===== config.mk =====
export PLATFORM = sky130hd
export DESIGN_NAME = tcp_ip_checksum_engine
export DESIGN_NICKNAME = d
export VERILOG_FILES = /design/src/ipc_pkg.sv /design/src/ipc_accum.sv /design/src/ipc_finish.sv /design/src/tcp_ip_checksum_engine.sv
export SDC_FILE = /design/constraint.sdc
export NUM_CORES = 1
export LEC_CHECK = 0
export BUFFER_PORTS_ARGS = -buffer_cell sky130_fd_sc_hd__buf_2
export CAP_MARGIN = 20
export CORE_MARGIN = 5
export CORE_UTILIZATION = 45
export CTS_CLUSTER_SIZE = 10
export DETAILED_ROUTE_END_ITERATION = 16
export PLACE_DENSITY_LB_ADDON = 0.3
export SETUP_SLACK_MARGIN = 0.15
export SLEW_MARGIN = 20
export SYNTH_ARGS = -nofsm -noshare
export SYNTH_HDL_FRONTEND = slang
export SYNTH_SLANG_ARGS = --single-unit

===== constraint.sdc =====
create_clock -name clk -period 10 [get_ports clk]
set_input_delay 0.5 -clock clk [delete_from_list [all_inputs] [get_ports clk]]
set_output_delay 0.5 -clock clk [all_outputs]
set_load 0.03 [all_outputs]

===== src/ipc_pkg.sv =====
`timescale 1ns / 1ps
// ----------------------------------------------------------------------------
// ipc_pkg
// Shared types, constants and ones-complement helpers of the checksum engine.
// ----------------------------------------------------------------------------
package ipc_pkg;

  localparam logic [15:0] MAX_PACKET_BYTES = 16'd65535;
  localparam logic [5:0]  IPV6_HDR_LEN     = 6'd40;
  localparam logic [15:0] TCP_PROTO        = 16'd6;
  localparam logic [15:0] MIN_TAIL_BYTES   = 16'd18;

  localparam logic [15:0] V4_LEN_HI     = 16'd2;
  localparam logic [15:0] V4_LEN_LO     = 16'd3;
  localparam logic [15:0] V6_LEN_HI     = 16'd4;
  localparam logic [15:0] V6_LEN_LO     = 16'd5;
  localparam logic [15:0] V4_HCK_HI     = 16'd10;
  localparam logic [15:0] V4_HCK_LO     = 16'd11;
  localparam logic [15:0] V4_ADDR_FIRST = 16'd12;
  localparam logic [15:0] V4_ADDR_LAST  = 16'd19;
  localparam logic [15:0] V6_ADDR_FIRST = 16'd8;
  localparam logic [15:0] V6_ADDR_LAST  = 16'd39;
  localparam logic [15:0] TCP_CK_HI     = 16'd16;
  localparam logic [15:0] TCP_CK_LO     = 16'd17;

  typedef struct packed {
    logic [7:0] data;
    logic [5:0] hl;
    logic       last;
  } byte_t;

  typedef struct packed {
    logic [31:0] seg_sum;
    logic [20:0] hdr_sum;
    logic [15:0] length;
    logic [15:0] seen_seg;
    logic [15:0] seen_hdr;
    logic        short_pkt;
    logic [5:0]  hl;
    logic        v6;
  } fin_t;

  typedef struct packed {
    logic [31:0] seg;
    logic [20:0] hdr_sum;
    logic [15:0] seen_seg;
    logic [15:0] seen_hdr;
    logic        short_pkt;
    logic        v6;
  } sum_t;

  typedef struct packed {
    logic [15:0] tcp_checksum;
    logic        tcp_checksum_matches;
    logic [15:0] header_checksum;
    logic        header_checksum_matches;
    logic        too_short;
  } result_t;

  function automatic logic [15:0] weigh(input logic odd, input logic [7:0] b);
    return odd ? {8'h00, b} : {b, 8'h00};
  endfunction

  // end-around carry of a sum of a 32-bit value and small addends
  function automatic logic [31:0] fold32(input logic [33:0] t);
    return 32'(t[31:0] + {30'd0, t[33:32]});
  endfunction

  function automatic logic [20:0] add21(input logic [20:0] acc, input logic [15:0] v);
    logic [21:0] s;
    s = {1'b0, acc} + {6'd0, v};
    return 21'(s[20:0] + {20'd0, s[21]});
  endfunction

  function automatic logic [15:0] finish16(input logic [31:0] s);
    logic [16:0] t1;
    logic [16:0] t2;
    logic [16:0] t3;
    t1 = {1'b0, s[15:0]} + {1'b0, s[31:16]};
    t2 = {1'b0, t1[15:0]} + {16'd0, t1[16]};
    t3 = {1'b0, t2[15:0]} + {16'd0, t2[16]};
    return ~t3[15:0];
  endfunction

endpackage


===== src/ipc_accum.sv =====
`timescale 1ns / 1ps
// ----------------------------------------------------------------------------
// ipc_accum
// Per-packet running sums and captured fields, one byte per cycle; a last byte
// waits on a full hand-off register, moves the totals there and clears state.
// ----------------------------------------------------------------------------
module ipc_accum (
  input  logic           clk,
  input  logic           rst,
  input  logic           v6,
  input  logic           item_valid,
  output logic           item_ready,
  input  ipc_pkg::byte_t item,
  output logic           fin_valid,
  input  logic           fin_ready,
  output ipc_pkg::fin_t  fin
);

  logic [15:0] position;
  logic [31:0] segment_sum;
  logic [20:0] header_sum;
  logic [15:0] length_field;
  logic [15:0] seen_segment_checksum;
  logic [15:0] seen_header_checksum;

  logic [15:0] position_next;
  logic [31:0] segment_sum_next;
  logic [20:0] header_sum_next;
  logic [15:0] length_field_next;
  logic [15:0] seen_segment_checksum_next;
  logic [15:0] seen_header_checksum_next;

  logic [15:0] hl16;
  logic [15:0] seg_ofs;
  logic [15:0] wp;
  logic [15:0] addr_add;
  logic [15:0] seg_add;
  logic        active;
  logic        in_hdr;
  logic        is_hck;
  logic        is_len;
  logic        is_addr;
  logic        in_seg;
  logic        is_sck;
  logic        fire;
  logic        fin_load_ok;

  assign hl16    = {10'd0, item.hl};
  assign seg_ofs = position - hl16;
  assign wp      = ipc_pkg::weigh(position[0], item.data);
  assign active  = position != ipc_pkg::MAX_PACKET_BYTES;

  assign in_hdr = !v6 && (position < hl16);
  assign is_hck = !v6 && (position == ipc_pkg::V4_HCK_HI || position == ipc_pkg::V4_HCK_LO);
  assign is_len = v6 ? (position == ipc_pkg::V6_LEN_HI || position == ipc_pkg::V6_LEN_LO)
                     : (position == ipc_pkg::V4_LEN_HI || position == ipc_pkg::V4_LEN_LO);
  assign is_addr = v6 ? (position >= ipc_pkg::V6_ADDR_FIRST && position <= ipc_pkg::V6_ADDR_LAST)
                      : (position >= ipc_pkg::V4_ADDR_FIRST && position <= ipc_pkg::V4_ADDR_LAST);
  assign in_seg = position >= hl16;
  assign is_sck = in_seg && (seg_ofs == ipc_pkg::TCP_CK_HI || seg_ofs == ipc_pkg::TCP_CK_LO);

  assign addr_add = is_addr ? wp : 16'd0;
  assign seg_add  = (in_seg && !is_sck) ? ipc_pkg::weigh(seg_ofs[0], item.data) : 16'd0;

  always_comb begin
    position_next              = position;
    segment_sum_next           = segment_sum;
    header_sum_next            = header_sum;
    length_field_next          = length_field;
    seen_segment_checksum_next = seen_segment_checksum;
    seen_header_checksum_next  = seen_header_checksum;
    if (active) begin
      position_next    = position + 16'd1;
      segment_sum_next = ipc_pkg::fold32({2'b00, segment_sum} + {18'd0, addr_add}
                                         + {18'd0, seg_add});
      if (is_hck) begin
        seen_header_checksum_next = {seen_header_checksum[7:0], item.data};
      end else if (in_hdr) begin
        header_sum_next = ipc_pkg::add21(header_sum, wp);
      end
      if (is_len) begin
        length_field_next = {length_field[7:0], item.data};
      end
      if (is_sck) begin
        seen_segment_checksum_next = {seen_segment_checksum[7:0], item.data};
      end
    end
  end

  assign fin_load_ok = !fin_valid || fin_ready;
  assign item_ready  = !item.last || fin_load_ok;
  assign fire        = item_valid && item_ready;

  always_ff @(posedge clk) begin
    if (rst) begin
      position              <= '0;
      segment_sum           <= '0;
      header_sum            <= '0;
      length_field          <= '0;
      seen_segment_checksum <= '0;
      seen_header_checksum  <= '0;
    end else if (fire) begin
      if (item.last) begin
        position              <= '0;
        segment_sum           <= '0;
        header_sum            <= '0;
        length_field          <= '0;
        seen_segment_checksum <= '0;
        seen_header_checksum  <= '0;
      end else begin
        position              <= position_next;
        segment_sum           <= segment_sum_next;
        header_sum            <= header_sum_next;
        length_field          <= length_field_next;
        seen_segment_checksum <= seen_segment_checksum_next;
        seen_header_checksum  <= seen_header_checksum_next;
      end
    end
  end

  always_ff @(posedge clk) begin
    if (rst) begin
      fin_valid <= 1'b0;
    end else if (fire && item.last) begin
      fin_valid <= 1'b1;
    end else if (fin_ready) begin
      fin_valid <= 1'b0;
    end
  end

  always_ff @(posedge clk) begin
    if (fire && item.last) begin
      fin.seg_sum   <= segment_sum_next;
      fin.hdr_sum   <= header_sum_next;
      fin.length    <= length_field_next;
      fin.seen_seg  <= seen_segment_checksum_next;
      fin.seen_hdr  <= seen_header_checksum_next;
      fin.short_pkt <= position_next < (hl16 + ipc_pkg::MIN_TAIL_BYTES);
      fin.hl        <= item.hl;
      fin.v6        <= v6;
    end
  end

endmodule


===== src/ipc_finish.sv =====
`timescale 1ns / 1ps
// ----------------------------------------------------------------------------
// ipc_finish
// Adds the pseudo-header protocol and length terms, then folds, complements
// and compares both checksums into the result register (header one IPv4 only).
// ----------------------------------------------------------------------------
module ipc_finish (
  input  logic             clk,
  input  logic             rst,
  input  logic             fin_valid,
  output logic             fin_ready,
  input  ipc_pkg::fin_t    fin,
  output logic             res_valid,
  input  logic             res_ready,
  output ipc_pkg::result_t res
);

  logic          sum_valid;
  ipc_pkg::sum_t sum;
  logic          sum_adv;
  logic [15:0]   len_term;
  logic [15:0]   tcp;
  logic [15:0]   hdr;

  assign len_term  = fin.v6 ? fin.length : fin.length - {10'd0, fin.hl};
  assign sum_adv   = !res_valid || res_ready;
  assign fin_ready = !sum_valid || sum_adv;

  always_ff @(posedge clk) begin
    if (rst) begin
      sum_valid <= 1'b0;
    end else if (fin_ready) begin
      sum_valid <= fin_valid;
    end
  end

  always_ff @(posedge clk) begin
    if (fin_ready && fin_valid) begin
      sum.seg       <= ipc_pkg::fold32({2'b00, fin.seg_sum} + {18'd0, ipc_pkg::TCP_PROTO}
                                       + {18'd0, len_term});
      sum.hdr_sum   <= fin.hdr_sum;
      sum.seen_seg  <= fin.seen_seg;
      sum.seen_hdr  <= fin.seen_hdr;
      sum.short_pkt <= fin.short_pkt;
      sum.v6        <= fin.v6;
    end
  end

  assign tcp = ipc_pkg::finish16(sum.seg);
  assign hdr = sum.v6 ? 16'd0 : ipc_pkg::finish16({11'd0, sum.hdr_sum});

  always_ff @(posedge clk) begin
    if (rst) begin
      res_valid <= 1'b0;
    end else if (sum_adv) begin
      res_valid <= sum_valid;
    end
  end

  always_ff @(posedge clk) begin
    if (sum_adv && sum_valid) begin
      res.tcp_checksum            <= tcp;
      res.tcp_checksum_matches    <= !sum.short_pkt && (tcp == sum.seen_seg);
      res.header_checksum         <= hdr;
      res.header_checksum_matches <= sum.v6 || (!sum.short_pkt && (hdr == sum.seen_hdr));
      res.too_short               <= sum.short_pkt;
    end
  end

endmodule


===== src/tcp_ip_checksum_engine.sv =====
`timescale 1ns / 1ps
// ----------------------------------------------------------------------------
// tcp_ip_checksum_engine
// TCP checksum over pseudo header and segment, plus IPv4 header checksum,
// for IPv4 or IPv6 packets fed one byte per word.
//
//   channel  direction  handshake              payload
//   in       to block   in_valid / in_ready    data_byte, header_length, last_byte
//   out      from block out_valid / out_ready  tcp_checksum, tcp_checksum_matches,
//                                              header_checksum,
//                                              header_checksum_matches, too_short
//   cfg      to block   cfg_valid / cfg_ready  cfg_data (ip_version_six)
//
// one byte word per cycle, unless a last byte waits on a full sum hand-off;
// every byte only updates running sums and captured fields; a result passes
// through the input register, sum hand-off, pseudo-header add and result
// register to out_valid; these let up to four packets be in flight;
// out_ready low stalls back to in_ready only once all of them are full
// synchronous reset clears valids, packet state and ip_version_six
// ----------------------------------------------------------------------------
module tcp_ip_checksum_engine (
  input  logic        clk,
  input  logic        rst,
  input  logic        in_valid,
  output logic        in_ready,
  input  logic [7:0]  data_byte,
  input  logic [5:0]  header_length,
  input  logic        last_byte,
  output logic        out_valid,
  input  logic        out_ready,
  output logic [15:0] tcp_checksum,
  output logic        tcp_checksum_matches,
  output logic [15:0] header_checksum,
  output logic        header_checksum_matches,
  output logic        too_short,
  input  logic        cfg_valid,
  output logic        cfg_ready,
  input  logic        cfg_data
);

  logic             ip_version_six;
  logic             item_valid;
  logic             item_ready;
  ipc_pkg::byte_t   item;
  logic             fin_valid;
  logic             fin_ready;
  ipc_pkg::fin_t    fin;
  ipc_pkg::result_t res;

  assign cfg_ready = 1'b1;

  always_ff @(posedge clk) begin
    if (rst) begin
      ip_version_six <= 1'b0;
    end else if (cfg_valid && cfg_ready) begin
      ip_version_six <= cfg_data;
    end
  end

  assign in_ready = !item_valid || item_ready;

  always_ff @(posedge clk) begin
    if (rst) begin
      item_valid <= 1'b0;
    end else if (in_ready) begin
      item_valid <= in_valid;
    end
  end

  always_ff @(posedge clk) begin
    if (in_ready && in_valid) begin
      item.data <= data_byte;
      item.hl   <= ip_version_six ? ipc_pkg::IPV6_HDR_LEN : header_length;
      item.last <= last_byte;
    end
  end

  ipc_accum u_accum (
    .clk        (clk),
    .rst        (rst),
    .v6         (ip_version_six),
    .item_valid (item_valid),
    .item_ready (item_ready),
    .item       (item),
    .fin_valid  (fin_valid),
    .fin_ready  (fin_ready),
    .fin        (fin)
  );

  ipc_finish u_finish (
    .clk       (clk),
    .rst       (rst),
    .fin_valid (fin_valid),
    .fin_ready (fin_ready),
    .fin       (fin),
    .res_valid (out_valid),
    .res_ready (out_ready),
    .res       (res)
  );

  assign tcp_checksum            = res.tcp_checksum;
  assign tcp_checksum_matches    = res.tcp_checksum_matches;
  assign header_checksum         = res.header_checksum;
  assign header_checksum_matches = res.header_checksum_matches;
  assign too_short               = res.too_short;

endmodule


== After elaboration in Yosys (flattened, before gate mapping) ==
Cells that the tools add are included.
Word-level totals
  bits in registers: 368
  input bits: 21
  output and inout bits: 38
  word-level logic and storage cells: 130
Operators by class
  $add $sub $neg: 18
  order comparisons: 7
  equality and inequality tests: 11
  multiplexer cells: 27
  bitwise operators: 2
  reduce and logical (&&, ||, !) cells: 32
Operator list (count)
  16-bit 2-to-1 mux: 17
  21-bit 2-to-1 mux: 4
  34-bit by 16-bit adder with 34-bit output: 2
  32-bit by 2-bit adder with 32-bit output: 2
  32-bit 2-to-1 mux: 2
  16-bit by 1-bit adder with 17-bit output: 2
  32-bit by 16-bit adder with 33-bit output: 1
  32-bit by 3-bit adder with 33-bit output, second input constant: 1
  16-bit by 1-bit adder with 16-bit output: 2
  16-bit equality test: 2
  16-bit by 2-bit equality test with 1-bit output, second input constant: 2
  16-bit by 3-bit equality test with 1-bit output, second input constant: 2
  16-bit by 4-bit equality test with 1-bit output, second input constant: 2
  16-bit by 5-bit equality test with 1-bit output, second input constant: 2
  16-bit by 4-bit >= comparator with 1-bit output, second input constant: 2
  16-bit NOT: 2
  16-bit by 6-bit subtractor with 16-bit output: 2
  21-bit by 16-bit adder with 22-bit output: 1
  21-bit by 1-bit adder with 21-bit output: 1
  16-bit by 16-bit adder with 17-bit output: 1
  16-bit by 5-bit adder with 17-bit output: 1
  16-bit by 1-bit adder with 16-bit output, second input constant: 1
  16-bit by 6-bit >= comparator with 1-bit output: 1
  16-bit by 5-bit <= comparator with 1-bit output, second input constant: 1
  10 further kinds: 41

== Longest topological paths before layout ==
Gate-level depths: netlist of run 1.
  word-level depth: 11
  gate-level depth with buffers: 38
  depth with buffers taken out: 36

== Hierarchy ==
From an unflattened synthesis of run 1, not the netlist that was laid out.
Second synthesis, totals
  cells, all modules: 2392
  area total of the unflattened synthesis: 23612.6 µm²
By module, submodules not included
  ipc_accum: times used 1, cells an instance 1390, area an instance 13434.1 µm², sequential area each 5635.4 µm²
  ipc_finish: times used 1, cells an instance 971, area an instance 9586.7 µm², sequential area each 3703.6 µm²
  tcp_ip_checksum_engine: times used 1, cells an instance 31, area an instance 591.8 µm², sequential area each 490.5 µm²

== Least setup slack after synthesis of run 1 ==
OpenSTA, ideal clock, no wires.
  path type: reg-to-reg
  start point: reg u_accum.position[0]
  end point: reg u_accum.segment_sum[30]
  library setup time: 0.074 ns
  arrival: 7.646 ns
  data required time: 9.926 ns
  setup slack: 2.280 ns
  cell stages (with the launch flop): 38
  buffers on the path: 2
  period minus slack after synthesis: 7.720 ns
  cells stage by stage: dfxtp_1 -> inv_1 -> ha_1 -> fa_1 -> nor2b_1 -> o21ai_0 -> a21boi_0 -> o21ai_0 -> nand2b_1 -> nand2b_1 -> o21ai_0 -> nand3_1 -> clkbuf_1 -> inv_1 -> nor3_1 -> and2_1 -> ha_1 -> inv_1 -> [2 not listed] -> a21o_1 -> a211oi_2 -> o31ai_4 -> inv_1 -> nand2_1 -> nor2_1 -> nand2_1 -> o41ai_1 -> ha_1 -> fa_1 -> and3_1 -> clkbuf_1 -> nand2_1 -> a2111oi_4 -> inv_2 -> o31a_1 -> or4_1 -> a31oi_1
Between the ends
  longest elaborated chain between the ends: 11
  elaborated cells on any way between the ends: 25
  classes of those cells: add/sub: 4; order compare: 5; eq/ne: 3; mux: 7; reduce/logical: 6
RTL lines
  start: declaration: line ipc_accum.sv:19  | logic [15:0] position;
  start signal: assignment: line ipc_accum.sv:111  | position <= position_next;
  parallel branches: the longest is 9 deep, another holds 34-bit by 16-bit adder with 34-bit output
  32-bit 2-to-1 mux *: line ipc_accum.sv:72  | if (active) begin
  32-bit 2-to-1 mux *: line ipc_accum.sv:103  | if (item.last) begin
  end signal: assignment: line ipc_accum.sv:112  | segment_sum <= segment_sum_next;
  end: declaration: line ipc_accum.sv:20  | logic [31:0] segment_sum;
Mark *: on every way between the ends.
A chain may end at the register's enable or synchronous reset.

== Worst setup path after layout of run 1 ==
  start point: reg u_accum.position[2]
  end point: reg, netlist name u_accum.fin[104]
Between the ends
  longest elaborated chain between the ends: 10
  elaborated cells on any way between the ends: 22
  classes of those cells: add/sub: 4; order compare: 5; eq/ne: 3; mux: 4; reduce/logical: 6
RTL lines
  parallel branches: the longest is 9 deep, another holds 34-bit by 16-bit adder with 34-bit output
  32-bit 2-to-1 mux *: line ipc_accum.sv:72
  net u_accum.segment_sum_next[27]: line ipc_accum.sv:27  | logic [31:0] segment_sum_next;
Mark *: on every way through the listed nets, which the timed path passes.

==> results of run 1 <==
[kinds of logic after synthesis]
group / Yosys count / synth area share [%]
XOR/XNOR: 303 / 10.81
AO/OA/AOI/OAI: 623 / 17.18
adder cells (fa/ha/maj): 136 / 7.100
flip-flops: 368 / 39.39
multiplexers: 60 / 2.682
buffers and inverters: 197 / 3.018
other: 2 / 0.03009
AND/OR/NAND/NOR: 954 / 19.79
[routing by layer]
metal  track usage, %  vias to the layer above  routed length, um
li1                 -                     9774                  -
met1            28.13                     9556              28760
met2            33.61                      553              29220
met3            2.728                      100               3192
met4            5.087                        0               1380
met5                0                        -                  0
[worst max-delay path: cells and delay by family, from the launching register on]
kind	cells	cell delay, ns
AND/OR/NAND/NOR	16	3.52
buffers and inverters	4	0.72
adder cells (fa/ha/maj)	4	1.26
AO/OA/AOI/OAI	11	2.42
flip-flops	1	0.54
[state kept, by name, summed over array words and instances, names as in the netlist]
register / flops
u_accum.fin: 109
u_finish.sum: 87
u_finish.res: 35
u_accum.segment_sum: 32
u_accum.header_sum: 21
u_accum.length_field: 16
u_accum.position: 16
u_accum.seen_header_checksum: 16
u_accum.seen_segment_checksum: 16
item: 15
ip_version_six: 1
item_valid: 1
u_accum.fin_valid: 1
u_finish.res_valid: 1
u_finish.sum_valid: 1
[what timing repair did]
| action | in CTS | in global routing |
|---|---|---|
| hold buffers | 0 | 0 |
| hold endpoints to repair | 0 | 0 |
| gates resized for setup | 0 | 1 |
| setup endpoints to repair | 0 | 1 |
| setup buffers | 0 | 0 |
[placed cells by master (no fill, tap or decap), types with 35 or more instances in the layout]
cell type,n
clkbuf_16,44
and2_1,62
inv_1,88
buf_2,56
xor2_1,102
edfxtp_1,246
nor2_1,252
nand4_1,48
xnor2_1,197
a21o_1,37
mux2_2,55
ha_1,124
o21ai_0,127
nor3_1,66
nand3_1,83
nand2_1,185
a22oi_1,93
dfxtp_1,122
a21oi_1,119
nor2b_1,35
[path summary, 6_finish.rpt]
check                                        start  slack [ns]                          to
setup / recovery  u_accum.position[2]$_SDFFE_PP0P_        1.23  u_accum.fin[104]$_DFFE_PP_
hold / removal                        data_byte[3]        0.11          item[10]$_DFFE_PP_
setup reg to reg  u_accum.position[2]$_SDFFE_PP0P_        1.23  u_accum.fin[104]$_DFFE_PP_
hold reg to reg          u_accum.fin[33]$_DFFE_PP_        0.40  u_finish.sum[27]$_DFFE_PP_
[final cells by class]
type / instances / area (um^2) / area share (%)
clock buffers: 74 / 1224 / 4.492
inverters: 89 / 334.1 / 1.226
well taps: 748 / 935.9 / 3.435
clock inverters: 4 / 58.81 / 0.2159
multi-input cells: 2081 / 14430 / 52.97
repair buffers: 76 / 430.4 / 1.580
flip-flops and latches: 368 / 9829 / 36.08
[through the flow]
step	instances	total power, mW
final	3440	3.432
after global routing	3440	3.569
after global placement	3362	2.015
after CTS	3440	3.468
after detailed placement	3362	2.023
after floorplan	2646	1.929
[power by group]
| group | leakage (nW) | internal, mW | switching (mW) |
|---|---|---|---|
| clock network | 0.608 | 0.832 | 0.606 |
| logic | 5.96 | 0.110 | 0.204 |
| registers | 3.30 | 1.65 | 0.0258 |
| total | 9.86 | 2.60 | 0.837 |
==> impl_summary.txt, run 1 <==
----------------------------------------------------
[Outcome]
  Run status ... finished, final reports clean

[Critical path]
  Critical Path Source Type ... flip-flop
  R2r worst-path depth ... 35
  Slowest stage cell on the critical path ... nor4_1
  CP endpoint kind ... flip-flop
  Data arrival time at the worst-slack endpoint ... 9.06 ns
  Maximum net fanout on the critical path ... 18
  Critical path's most frequent cell ... o21ai_0
  Required time reported for the critical path endpoint ... about 10 ns
  Type of the worst setup path ... flip-flop to flip-flop
  Longest individual stage delay on the worst path ... ~0.6 ns

[Timing]
  Max_slew headroom ... roughly 24%
  Clock period minus worst slack ... about 8.8 ns
  Worst hold slack after final layout ... about 0.11 ns
  Final setup TNS ... 0 ns
  Final Hold Viols ... 0
  Number of failing setup endpoints in the final timing report ... 0
  Maximum clock frequency ... ~110 MHz
  Share of the clock period used by the worst path after layout ... between 80% and 90%
  Setup repair after global routing missed its margin ... no
  Minimum setup slack in the final design ... ~1.2 ns
  Clk_skew ... approximately 0.034 ns
  Number of pins with negative max-slew slack in the final report ... 0
  Slew at the pin closest to its max-slew limit ... 1.134 ns

[Logic synthesis]
  Most used DFF post-synth ... edfxtp_1
  Number of enable-type register cells in the synthesized netlist ... ~250
  Top cells by instance count after synthesis ... 253 x nor2_1, 246 x edfxtp_1, 197 x xnor2_1, 186 x nand2_1, 128 x o21ai_0
  Top post-synthesis cells by area ... edfxtp_1 30%, dfxtp_1 9.8%, xnor2_1 6.9%, ha_1 6.2%, nor2_1 3.8%
  Netlist area before placement ... 24960 um^2
  Synth async-reset ratio ... 0%
  Number of synthesized register bits ... about 370
  Fraction of post-synthesis cell area in the top cell type by area ... 29.60%
  Sequential area share after synthesis ... between 30% and 40%
  Average instance area after synthesis ... roughly 9.4 um^2
  Synthesized netlist cell count ... 2643
  Yosys warning total ... 0
  Cell type with the largest total area after synthesis ... edfxtp_1
  Cell with the most instances after synthesis ... nor2_1
  Count of cell types in the netlist ... around 110

[Flow run]
  Reported max-cap violation count ... 0

[Placed design]
  Worst slack at placement ... roughly 1.2 ns
  Quantity of I/O buffers inserted on ports ... 57
  Routability-driven placement congestion ratio ... about 0.92
  DP HPWL ... around 46000 um
  Post-detailed-placement cell area ... 25960 um^2

[CTS]
  CTS root buf ... clkbuf_16
  Clock input transition at the sequential cells of the worst setup and hold paths ... approximately 0.060 ns
  TritonCTS clock tree ... done
  Maximum count of clock buffers along a single path ... 3
  Count of H-tree levels built during CTS ... 2
  Clock latency of the later-clocked register in the worst-skew pair ... around 0.58 ns
  Number of sinks on the clock net ... roughly 370
  CTS Buf Count ... 43

[Detailed routing]
  DR vias ... approximately 20k
  DRC violation total after the first TritonRoute iteration ... about 1.7k
  Vias per cell ... 5.809
  Post-route ant nets ... 0
  First-pass iteration count of the detailed router ... 5
  DRC ... 0
  Total wire length after detailed routing ... ~63000 um
  Average routed wire per standard cell ... approximately 18 um

[Die]
  FP Rows ... 86
  Vert. Die Dim ... 245.5 um
  Core ar. ... around 55000 um^2
  Total Die Area ... 60270 um^2
  Initial Util ... between 40% and 50%
  Io pins ... about 60
  Chip Width ... roughly 250 um

[Finish]
  Post-route cell area ... about 27000 um^2
  Area added between synthesis and finish ... 9.170%
  Final core utilization ... between 40 and 50%
  Total number of nets in the final design ... 2814
  Layout cell share with drive strength beyond 1 ... 9.101%
  Filler cell count in the final layout ... about 5.0k
  Diode insertion count for antenna repair ... 0

[Global routing]
  Total GRT Usage ... between 20 and 25%
  First-pass GRT wire length ... ~100000 um
  Number of antenna violations at the first check in global routing ... 4
  Via count of the first global-routing pass ... 19.27k
  Maximum number of pins on one net before global-route repair ... 77
  Residual overflow from global routing ... 0

[Power and ir drop]
  Total power divided by cell area ... between 100 and 150 nW/um^2
  Leak Pwr ... a little under 10 nW
  Maximum vdd drop ... around 0.11 mV

[Hold path]
  Hold depth ... 1
  HP Class ... primary input to flip-flop

----------------------------------------------------
Power figures use the tool's default switching activity.
==> run 2: changes to the inputs <==
--- a/config.mk
+++ b/config.mk
@@ -8,7 +8,7 @@
 export BUFFER_PORTS_ARGS = -buffer_cell sky130_fd_sc_hd__buf_2
 export CAP_MARGIN = 20
 export CORE_MARGIN = 5
-export CORE_UTILIZATION = 45
+export CORE_UTILIZATION = 55
 export CTS_CLUSTER_SIZE = 10
 export DETAILED_ROUTE_END_ITERATION = 16
 export PLACE_DENSITY_LB_ADDON = 0.3
==> constraint.sdc (replaced) <==
create_clock -name clk -period 10.4 [get_ports clk]
set_input_delay 0.52 -clock clk [delete_from_list [all_inputs] [get_ports clk]]
set_output_delay 0.52 -clock clk [all_outputs]
set_load 0.03 [all_outputs]
==> run 2 against run 1 <==
Effect of this change:
- clock-buffer cell count stayed put
- first-iteration DRC count is 3.9% higher
- via count is 0.92% higher
- largest power group unchanged
- critical endpoint unchanged
==> impl_summary.txt, run 2 (synthesized netlist as in run 1, its figures left out) <==
----------------------------------------------------
[Finish]
  Filler cell count in the final layout ... 3793 (-24%)
  Multi-input combinational cell area ... 14430 um^2 (about the same)
  Registers with the most flip-flops ... u_accum.fin x109, u_finish.sum x87, u_finish.res x35
  Area added between synthesis and finish ... 8.583%
  Total number of nets in the final design ... 2814 (unchanged)
  Flip-flop count of the largest register after layout ... 109 (unchanged)
  Area of all sequential standard cells ... 9829 um^2 (unchanged)
  Commonest cells after routing, fill and taps aside ... 252 x nor2_1, 246 x edfxtp_1, 197 x xnor2_1, 185 x nand2_1, 128 x o21ai_0
  Most frequent standard cell in the layout excluding fill and tap cells ... nor2_1
  Diode insertion count for antenna repair ... 0 (unchanged)
  Layout cell share with drive strength beyond 1 ... 9.169% (+0.067 points)
  Top register by number of flip-flops ... u_accum.fin

[CTS]
  Setup fix buffers added after clock tree synthesis ... 0 (unchanged)
  CTS Buf Count ... 44 (+2.3%)
  CTS root buf ... clkbuf_16
  Maximum count of clock buffers along a single path ... 3 (unchanged)
  Count of H-tree levels built during CTS ... 2 (unchanged)
  Number of sinks on the clock net ... 368 (unchanged)
  TritonCTS clock tree ... done
  Clock input transition at the sequential cells of the worst setup and hold paths ... 0.06 ns (about the same)
  Post-CTS Hold Buffers ... 0 (unchanged)
  Clock latency of the later-clocked register in the worst-skew pair ... 0.57 ns (about the same)
  Post-CTS Resized ... 0 (unchanged)

[Timing]
  Clk_skew ... 0.02395 ns (-0.009955 ns)
  Maximum clock frequency ... 112.8 MHz (-1.1%)
  Share of the clock period used by the worst path after layout ... 85.27% (-2.5 points)
  Number of failing setup endpoints in the final timing report ... 0 (unchanged)
  Minimum setup slack in the final design ... 1.532 ns (+0.3066 ns)
  Setup repair after global routing missed its margin ... no
  Max_slew headroom ... 30.53% (+6.4 points)
  Final Hold Viols ... 0 (unchanged)
  Number of pins with negative max-slew slack in the final report ... 0 (unchanged)
  Clock period minus worst slack ... 8.868 ns (+0.09341 ns)
  Final setup TNS ... 0 ns (unchanged)
  Slew at the pin closest to its max-slew limit ... 1.040 ns (-0.09454 ns)

[Critical path]
  CP top delay family ... simple AND/OR/NAND/NOR gates
  Count of buffering cells on the critical path with inverters included ... 4 (unchanged)
  R2r worst-path depth ... 35 (unchanged)
  Required time reported for the critical path endpoint ... 10.70 ns (+0.42 ns)
  Data arrival time at the worst-slack endpoint ... 9.17 ns (+0.11 ns)
  Maximum net fanout on the critical path ... 18 (unchanged)
  Critical Path Source Type ... flip-flop
  R2r endpoint ... u_accum.fin[104]$_DFFE_PP_
  Longest individual stage delay on the worst path ... 0.62 ns (+0.02 ns)
  Type of the worst setup path ... flip-flop to flip-flop
  Startpoint of the lowest-slack register-to-register path ... u_accum.position[2]$_SDFFE_PP0P_
  Slowest stage cell on the critical path ... nor4_1
  Critical path's most frequent cell ... o21ai_0
  CP endpoint kind ... flip-flop
  R2r setup slk ... 1.53 ns (+0.31 ns)

[Die]
  Total Die Area ... 49730 um^2 (-17%)
  Vert. Die Dim ... 223.0 um (-9.2%)
  Chip Width ... 223.0 um (-9.2%)
  Core ar. ... 45090 um^2 (-18%)
  FP Rows ... 78 (-9.3%)
  Initial Util ... 55.35% (+10 points)
  Io pins ... 59 (unchanged)

[Detailed routing]
  Post-route ant nets ... 0 (unchanged)
  Vias per cell ... 6.122 (+5.4%)
  DRC violation total after the first TritonRoute iteration ... 1717 (+3.9%)
  First-pass iteration count of the detailed router ... 5 (unchanged)
  DR vias ... 20.17k (+0.92%)
  Average routed wire per standard cell ... 18.78 um (+3.3%)
  Total wire length after detailed routing ... 61860 um (-1.1%)
  DRC ... 0 (unchanged)

[Global routing]
  Number of antenna violations at the first check in global routing ... 4 (unchanged)
  Via count of the first global-routing pass ... 19.34k (+0.37%)
  First-pass GRT wire length ... 99750 um (-1.3%)
  Residual overflow from global routing ... 0 (unchanged)
  Total GRT Usage ... 24.12% (+3.9 points)
  Maximum number of pins on one net before global-route repair ... 81 (+5.2%)

[Hold path]
  Hold depth ... 1 (unchanged)
  HP Class ... primary input to flip-flop
  Hold path start ... data_byte[2]
  Worst hold path endpoint ... item[9]$_DFFE_PP_

[Power and ir drop]
  Leak Pwr ... 9.881 nW (+0.19%)
  Total power divided by cell area ... 122.9 nW/um^2 (-2.4%)
  Maximum vdd drop ... 0.1615 mV (+50%)

[Placed design]
  Worst slack at placement ... 1.635 ns (+0.4557 ns)
  DP HPWL ... 45780 um (-1.5%)
  Quantity of I/O buffers inserted on ports ... 57 (unchanged)
  Routability-driven placement congestion ratio ... 0.9342 (+1.2%)

[Outcome]
  Run status ... finished, final reports clean

[Flow run]
  Reported max-cap violation count ... 0 (unchanged)

----------------------------------------------------
-- run 2: final cells by class --
type / instances / share of cell area (%)
Clock buffer: 74 / 4.516
Clock inverter: 7 / 0.3463
Inverter: 89 / 1.233
Multi-Input combinational cell: 2081 / 53.24
Sequential cell: 368 / 36.27
Tap cell: 600 / 2.770
Timing Repair Buffer: 75 / 1.621
-- run 2: worst register-to-register path, delay by kind of cell (launching register included) --
kind	cells	cell delay [ns]
buf+inv	4	0.69
compound gates	11	2.47
simple gates	16	3.68
flops	1	0.51
fa+ha+maj	4	1.24
-- run 2: per-layer routing --
layer	vias up	GRT usage [%]	routed length [um]
li1	9795	-	-
met1	9685	32.86	27190
met2	593	40.78	29500
met3	94	3.132	3830
met4	0	6.482	1339
met5	-	0	0
-- run 2: how the worst max path moves through the flow --
stage	startpoint	slack, ns	cells past startpoint	endpoint
5_1_grt	u_accum.position[0]$_SDFFE_PP0P_	0.79	36	u_accum.fin[107]$_DFFE_PP_
2_1_floorplan	u_accum.position[0]$_SDFFE_PP0P_	2.68	37	u_accum.segment_sum[30]$_SDFFE_PP0P_
3_3_place_gp	u_accum.position[2]$_SDFFE_PP0P_	1.92	35	u_accum.fin[104]$_DFFE_PP_
4_1_cts	u_accum.position[2]$_SDFFE_PP0P_	1.60	35	u_accum.fin[104]$_DFFE_PP_
6_report	u_accum.position[2]$_SDFFE_PP0P_	1.53	35	u_accum.fin[104]$_DFFE_PP_
3_5_place_dp	u_accum.position[2]$_SDFFE_PP0P_	1.63	35	u_accum.fin[104]$_DFFE_PP_
-- run 2: power breakdown --
part           internal (mW)  switching [mW]  total [mW]
Sequential              1.59          0.0288        1.62
Clock                  0.829           0.586        1.42
Combinational          0.105           0.192       0.297
Total                   2.52           0.807        3.33
-- run 2: stage by stage --
| stage | area [um^2] | hold slack [ns] | std cells | utilization (%) | total power [mW] |
|---|---|---|---|---|---|
| detailed placement | 25750 | 0.4045 | 3211 | 57.11 | 1.941 |
| CTS | 27070 | 0.09886 | 3292 | 60.03 | 3.360 |
| global placement | 25750 | 0.4007 | 3211 | 57.11 | 1.934 |
| global route | 27100 | 0.1177 | 3294 | 60.10 | 3.458 |
| floorplan | 24970 | 0.4003 | 2646 | - | 1.855 |
| finish | 27100 | 0.1280 | 3294 | 60.10 | 3.330 |
